`src/hw/rtl/bes_pkg.sv`:
```
package bes_pkg;

    // Operation codes carried in the cmd field.
    localparam logic [2:0] CMD_CLASSIFY = 3'd0;
    localparam logic [2:0] CMD_SIGNBIT  = 3'd1;
    localparam logic [2:0] CMD_FREXP    = 3'd2;
    localparam logic [2:0] CMD_FABS     = 3'd3;
    localparam logic [2:0] CMD_COPYSIGN = 3'd4;
    localparam logic [2:0] CMD_SCALBN   = 3'd5;

    // Class codes returned by classify.
    localparam logic signed [15:0] CLS_NAN       = 16'sd0;
    localparam logic signed [15:0] CLS_INF       = 16'sd1;
    localparam logic signed [15:0] CLS_ZERO      = 16'sd2;
    localparam logic signed [15:0] CLS_SUBNORMAL = 16'sd3;
    localparam logic signed [15:0] CLS_NORMAL    = 16'sd4;

    // binary128 field constants.
    localparam logic [14:0] EXP_MAX  = 15'h7fff;
    localparam logic [14:0] HALF_EXP = 15'h3ffe;
    localparam int          FRAC_W   = 112;

    // Scaling stage limits.
    localparam logic signed [15:0] K_UP   = 16'sd16383;
    localparam logic signed [15:0] K_DOWN = -16'sd16269;
    localparam logic signed [15:0] K_MIN  = -16'sd16382;

    // Input beat.
    typedef struct packed {
        logic [2:0]         cmd;
        logic [63:0]        x_hi;
        logic [63:0]        x_lo;
        logic               y_sign;
        logic signed [31:0] scale;
    } t_in;

    // Result beat.
    typedef struct packed {
        logic [63:0]        res_hi;
        logic [63:0]        res_lo;
        logic signed [15:0] res_int;
    } t_res;

    // Index of the highest set bit of a non-zero fraction.
    function automatic logic [6:0] f_top_bit(input logic [FRAC_W-1:0] f);
        logic [6:0] idx;
        idx = '0;
        for (int i = 0; i < FRAC_W; i++) begin
            if (f[i]) begin
                idx = 7'(i);
            end
        end
        return idx;
    endfunction

endpackage

```
`src/hw/rtl/bes_scale.sv`:
```
// One multiply by a power of two, k in [-16382, 16383], rounded to nearest even.
module bes_scale (
    input  logic [127:0]       i_x,
    input  logic signed [15:0] i_k,
    output logic [127:0]       o_y
);

    logic               sgn;
    logic [14:0]        ef;
    logic [111:0]       fr;
    logic [6:0]         p;
    logic [112:0]       mn;
    logic signed [17:0] b;
    logic signed [17:0] s;
    logic [225:0]       w;
    logic [112:0]       q;
    logic               guard;
    logic               sticky;
    logic               inc;

    always_comb begin
        sgn = i_x[127];
        ef  = i_x[126:112];
        fr  = i_x[111:0];
        p   = bes_pkg::f_top_bit(fr);

        // Normalise the significand and form the new biased exponent.
        if (ef != 15'd0) begin
            mn = {1'b1, fr};
            b  = $signed({3'b000, ef}) + $signed({{2{i_k[15]}}, i_k});
        end else begin
            mn = {1'b0, fr} << (7'd112 - p);
            b  = $signed({11'd0, p}) - 18'sd111 + $signed({{2{i_k[15]}}, i_k});
        end

        // Subnormal result: shift right by 1 - b and round.
        s      = 18'sd1 - b;
        w      = {mn, 113'd0} >> s[6:0];
        q      = w[225:113];
        guard  = w[112];
        sticky = |w[111:0];
        inc    = guard & (sticky | q[0]);

        if (ef == bes_pkg::EXP_MAX) begin
            o_y = i_x;
            if (fr != '0) begin
                o_y[111] = 1'b1;
            end
        end else if (ef == 15'd0 && fr == '0) begin
            o_y = i_x;
        end else if (b >= 18'sd32767) begin
            o_y = {sgn, bes_pkg::EXP_MAX, 112'd0};
        end else if (b >= 18'sd1) begin
            o_y = {sgn, b[14:0], mn[111:0]};
        end else if (s > 18'sd113) begin
            o_y = {sgn, 127'd0};
        end else begin
            o_y = {sgn, 14'd0, q + {112'd0, inc}};
        end
    end

endmodule

```
`config.mk`:
```
export PLATFORM = sky130hd
export DESIGN_NAME = bes_scale
export DESIGN_NICKNAME = d
export VERILOG_FILES = /design/src/hw/rtl/bes_pkg.sv /design/src/hw/rtl/bes_scale.sv
export SDC_FILE = /design/constraint.sdc
export NUM_CORES = 2
export LEC_CHECK = 0
export ABC_AREA = 1
export BUFFER_PORTS_ARGS = -buffer_cell sky130_fd_sc_hd__buf_2
export CELL_PAD_IN_SITES_DETAIL_PLACEMENT = 1
export CELL_PAD_IN_SITES_GLOBAL_PLACEMENT = 1
export CORE_MARGIN = 2
export CORE_UTILIZATION = 35
export DETAILED_ROUTE_END_ITERATION = 16
export PLACE_DENSITY = 0.8
export SYNTH_ARGS = -nofsm -noshare
export SYNTH_HDL_FRONTEND = slang
export SYNTH_SLANG_ARGS = --single-unit
```
`constraint.sdc`:
```
create_clock -name vclk -period 18.55
set_clock_uncertainty 0.15 [all_clocks]
set_input_delay 3.71 -clock vclk [all_inputs]
set_output_delay 3.71 -clock vclk [all_outputs]
set_load 0.05 [all_outputs]
```
==> results.yml, run 1 <==
floorplan:
  die_w_microns: 312.5
  ios: 272
  die_height_microns: 312.5
  fp-row-count: 113
  start_util_pct: 35.16
placement:
  dpl-instance-area_sq_mm: 0.04880
  port_buffers: 270
  place_congestion: 1.348
  dpl.hpwl_microns: 280800
  post-place-ws_ns: -1.690
yosys:
  synth_top_family_by_area: "simple AND/OR/NAND/NOR gates"
  synth_compound_area_share_pct: 4.631
  yosys_warnings: 0
  syn_area_sq_mm: 0.03331
  syn-num-nets: 7617
  synth_cell_types: 51
  ys_top_cells_by_area: "nand3_1 42%, nand2_1 29%, nor2_1 6.1%, inv_1 4.7%, clkbuf_1 2.7%"
  synth_xor_area_share_pct: 0.8451
  synthSimpleGateAreaFrac_pct: 82.62
  synth-seq-area-share_pct: 0
  synth.area.mux_share_pct: 0.03005
  synth_top_area_share_pct: 41.74
  synth_area_per_cell_sq_um: 4.470
  synth_top_cell_by_area: "nand3_1"
  synth_fa_ha_area_share_pct: 0.8113
  synth_cells: 7452
run_status:
  lastStage: "global routing (5_1_grt)"
  firstError: "[ERROR GRT-0232] Routing congestion too high. Check the congestion heatmap in the GUI."
  outcome: "stopped before the end"
timing:
  endpoint_type: "top-level output"
  worst_endpoint: "o_y[35]"
global_route:
  grt_max_degree: 95
  grt_overflow: 895
  track_usage_pct: 85.73
cts:
  hold_buffers: 0
==> Yosys cell counts (5+ instances only) <==
| cell type | count |
|---|---|
| ha_1 | 20 |
| o31ai_1 | 5 |
| clkbuf_1 | 240 |
| o21bai_1 | 9 |
| a21oi_1 | 86 |
| nand2_2 | 6 |
| o211ai_1 | 14 |
| o21a_1 | 9 |
| inv_2 | 11 |
| nor3_1 | 25 |
| or2_2 | 30 |
| and2_1 | 12 |
| a22oi_1 | 10 |
| nand4_1 | 134 |
| o21ai_1 | 10 |
| nand3_1 | 2778 |
| buf_1 | 134 |
| o22ai_1 | 6 |
| o21ai_0 | 108 |
| nand2_1 | 2610 |
| xor2_1 | 23 |
| nor3_2 | 6 |
| nor2_2 | 15 |
| nand3b_1 | 23 |
| clkinv_1 | 5 |
| buf_4 | 10 |
| nor2_1 | 538 |
| inv_1 | 417 |
| xnor2_1 | 6 |
| buf_2 | 101 |
| a31oi_1 | 6 |
| nor4_1 | 13 |
==> per-layer routing <==
metal  overflow  track usage (%)
met1         10            85.38
met4        290            84.97
met5          0            42.75
met2        581            98.59
met3         14            75.75
==> metrics by stage <==
stage | setup TNS (ns) | std cells
after floorplan | -0.004230 | 7452
after global placement | -129.25 | 10140
after detailed placement | -162.09 | 10140
after CTS | -111.66 | 10150
==> repair_timing <==
item                                    4_1_cts
buffers inserted                             13
resized for setup                           417
cloned                                        1
endpoints found under the setup margin      127
pin swaps                                    20
==> cells by family after synthesis <==
family / count (synthesis)
compound gates: 274
xor+xnor: 30
fa+ha+maj: 21
buf+inv: 924
mux: 1
simple gates: 6202
==> run 2: changes to the inputs <==
- CELL_PAD_IN_SITES_DETAIL_PLACEMENT: 1 -> not set
- CELL_PAD_IN_SITES_GLOBAL_PLACEMENT: 1 -> not set
- CORE_UTILIZATION: 35 -> 20
- PLACE_DENSITY: 0.8 -> not set
- PLACE_DENSITY_LB_ADDON: not set -> 0.15
- clock period: 18.55 -> 24.1 ns (I/O delays scaled with it)
==> run 2 against run 1 <==
Net effect: the flow now finishes without violations; synthesized cell count stayed put; area after synthesis stayed put.
==> results.yml, run 2 <==
run_status:
  outcome: "completed"
yosys:
  synth_top_cell_by_area: "nand3_1"
  synth_cells: 7452
  synth_top_area_share_pct: 41.74
  synth-seq-area-share_pct: 0
  synthTopCellsByCount: "2778 x nand3_1, 2610 x nand2_1, 538 x nor2_1"
  synth_area_per_cell_sq_um: 4.470
  synth_cell_types: 51
  syn-num-nets: 7617
  synth.most_common_cell: "nand3_1"
  syn_area_sq_mm: 0.03331
  yosys_warnings: 0
  ys_top_cells_by_area: "nand3_1 42%, nand2_1 29%, nor2_1 6.1%, inv_1 4.7%, clkbuf_1 2.7%"
finish:
  nNetsFinal: 9403
  mostFrequentLayoutCells: "2670 x nand3_1, 2539 x nand2_1, 1819 x buf_4"
  layout-drive-gt1-share_pct: 28.55
  n_fill_cell: 19350
  synthToLayoutAreaGrowth_pct: 65.54
  n_clock_buffer: 0
  layout_commonest_cell: "nand3_1"
  regArea_sq_um: 0
  fin_cells: 11440
  seq_cells: 0
  postLayoutCellArea_sq_mm: 0.05514
timing:
  setup_tns_ns: 0
  setup_ws_ns: 0.6471
  finalMaxSlewViolations: 0
  period_share_pct: 97.31
  max_freq_ghz: 0.04264
  period_needed_ns: 23.45
  tightest_slew_ns: 1.331
  relSlewSlack_pct: 10.85
  final-setup-viol-count: 0
  finalHoldViolCount: 0
  rsz0062_at_grt: "true"
floorplan:
  die_height_microns: 412.1
  dieArea_sq_mm: 0.1698
  die_w_microns: 412.1
  ios: 272
  start_util_pct: 20.17
  fp-row-count: 149
  coreArea_sq_mm: 0.1652
cts:
  hold_buffers: 0
pwr:
  power_mw: 4.618
  p_per_area_mw_per_mm2: 83.74
  intPower_mw: 1.644
  clockPowerShare_pct: 0
  p_comb_share_pct: 100.0
  p_sw_mw: 2.974
  leakage_nw: 28.58
  p_seq_share_pct: 0
  vdd_drop_max_mv: 0.06710
  swShare_pct: 64.40
placement:
  dpl.hpwl_microns: 353800
  dpl.cell_count: 11420
  place_congestion: 1.133
  post-place-ws_ns: -0.3351
  dpl-instance-area_sq_mm: 0.05395
  port_buffers: 270
setup_path:
  cp_max_fo: 16
  crit_type: "in -> out"
  cp.arrival_ns: 18.48
  worst_setup_path_end_kind: "primary output"
  critical-path-max-stage-delay_ns: 0.42
  cp_slowest_cell: "nor2_4"
  crit_path_start_kind: "input port"
  required_ns: 19.13
  crit_top_cell: "nand2_1"
global_route:
  grt_pass1_wl_microns: 526900
  grt_overflow: 0
  grt_max_degree: 83
  grt_pass1_vias: 58910
  track_usage_pct: 45.76
  antenna_found_initial: 36
drt:
  drc: 0
  wl_microns: 406700
  num_vias: 65110
  ant_nets: 0
  dr.pass1.iters: 7
  via_per_inst: 5.690
  drtIter0Drc: 10840
  post_drt_wl_per_cell_microns: 35.54
worst_hold_path:
  min_path_type: "in -> out"
run:
  cap_violations: 0
## run 2: kinds of logic after synthesis
logic type / share of synthesized area (%)
xor+xnor: 0.8451
fa+ha+maj: 0.8113
buf+inv: 11.06
compound gates: 4.631
mux: 0.03005
simple gates: 82.62
## run 2: per-stage QoR
step                      hold WS (ns)  util [%]
after CTS                        9.490     32.67
after detailed placement         9.490     32.66
final                            9.490     33.38
after global routing             9.490     33.37
after global placement           9.490     32.66
after floorplan                  9.657         -
## run 2: area by class of cell
type	count	area [sq um]	area share, %
Inverter	433	1657	3.004
Tap cell	2189	2739	4.967
Timing Repair Buffer	2275	19860	36.01
Antenna cell	18	45.04	0.08168
Multi-Input combinational cell	6528	30850	55.94
## run 2: power by group through the flow
stage | clock [mW] | combinational, mW | sequential, mW
2_1_floorplan | 0 | 1.67 | 0
3_3_place_gp | 0 | 4.38 | 0
6_report | 0.0000000578 | 4.62 | 0
5_1_grt | 0.0000000613 | 4.74 | 0
3_5_place_dp | 0 | 4.36 | 0
4_1_cts | 0 | 4.37 | 0
## run 2: per-layer routing
metal  track usage [%]  up-vias  share of wire, %
met1             60.97    31080                42
met4             23.45       30               6.6
met3             17.47      802                13
met2             62.83     4547                38
met5             2.289        -              0.18
li1                  -    28650                 -
## run 2: path summary, 6_finish.rpt
check | from | end | slack (ns) | depth (start not counted)
worst max-delay path | i_x[2] | o_y[8] | 0.65 | 149
worst min-delay path | i_x[127] | o_y[127] | 9.49 | 0
## run 2: what timing repair did
action                                 4_1_cts  5_1_grt
pin swaps                                    0        7
resized for setup                            2      315
endpoints found under the hold margin        0        0
setup buffers                                0        3
setup endpoints to repair                    8      113
## run 2: worst max-delay path: cells and delay by family
family	cells	cell delay (ns)
and+or+nand+nor	128	10.29
AOI/OAI and AO/OA	5	0.80
buffers and inverters	14	1.99
adders and majority gates	2	0.49
Note: power is estimated with default switching activity, not from simulation.
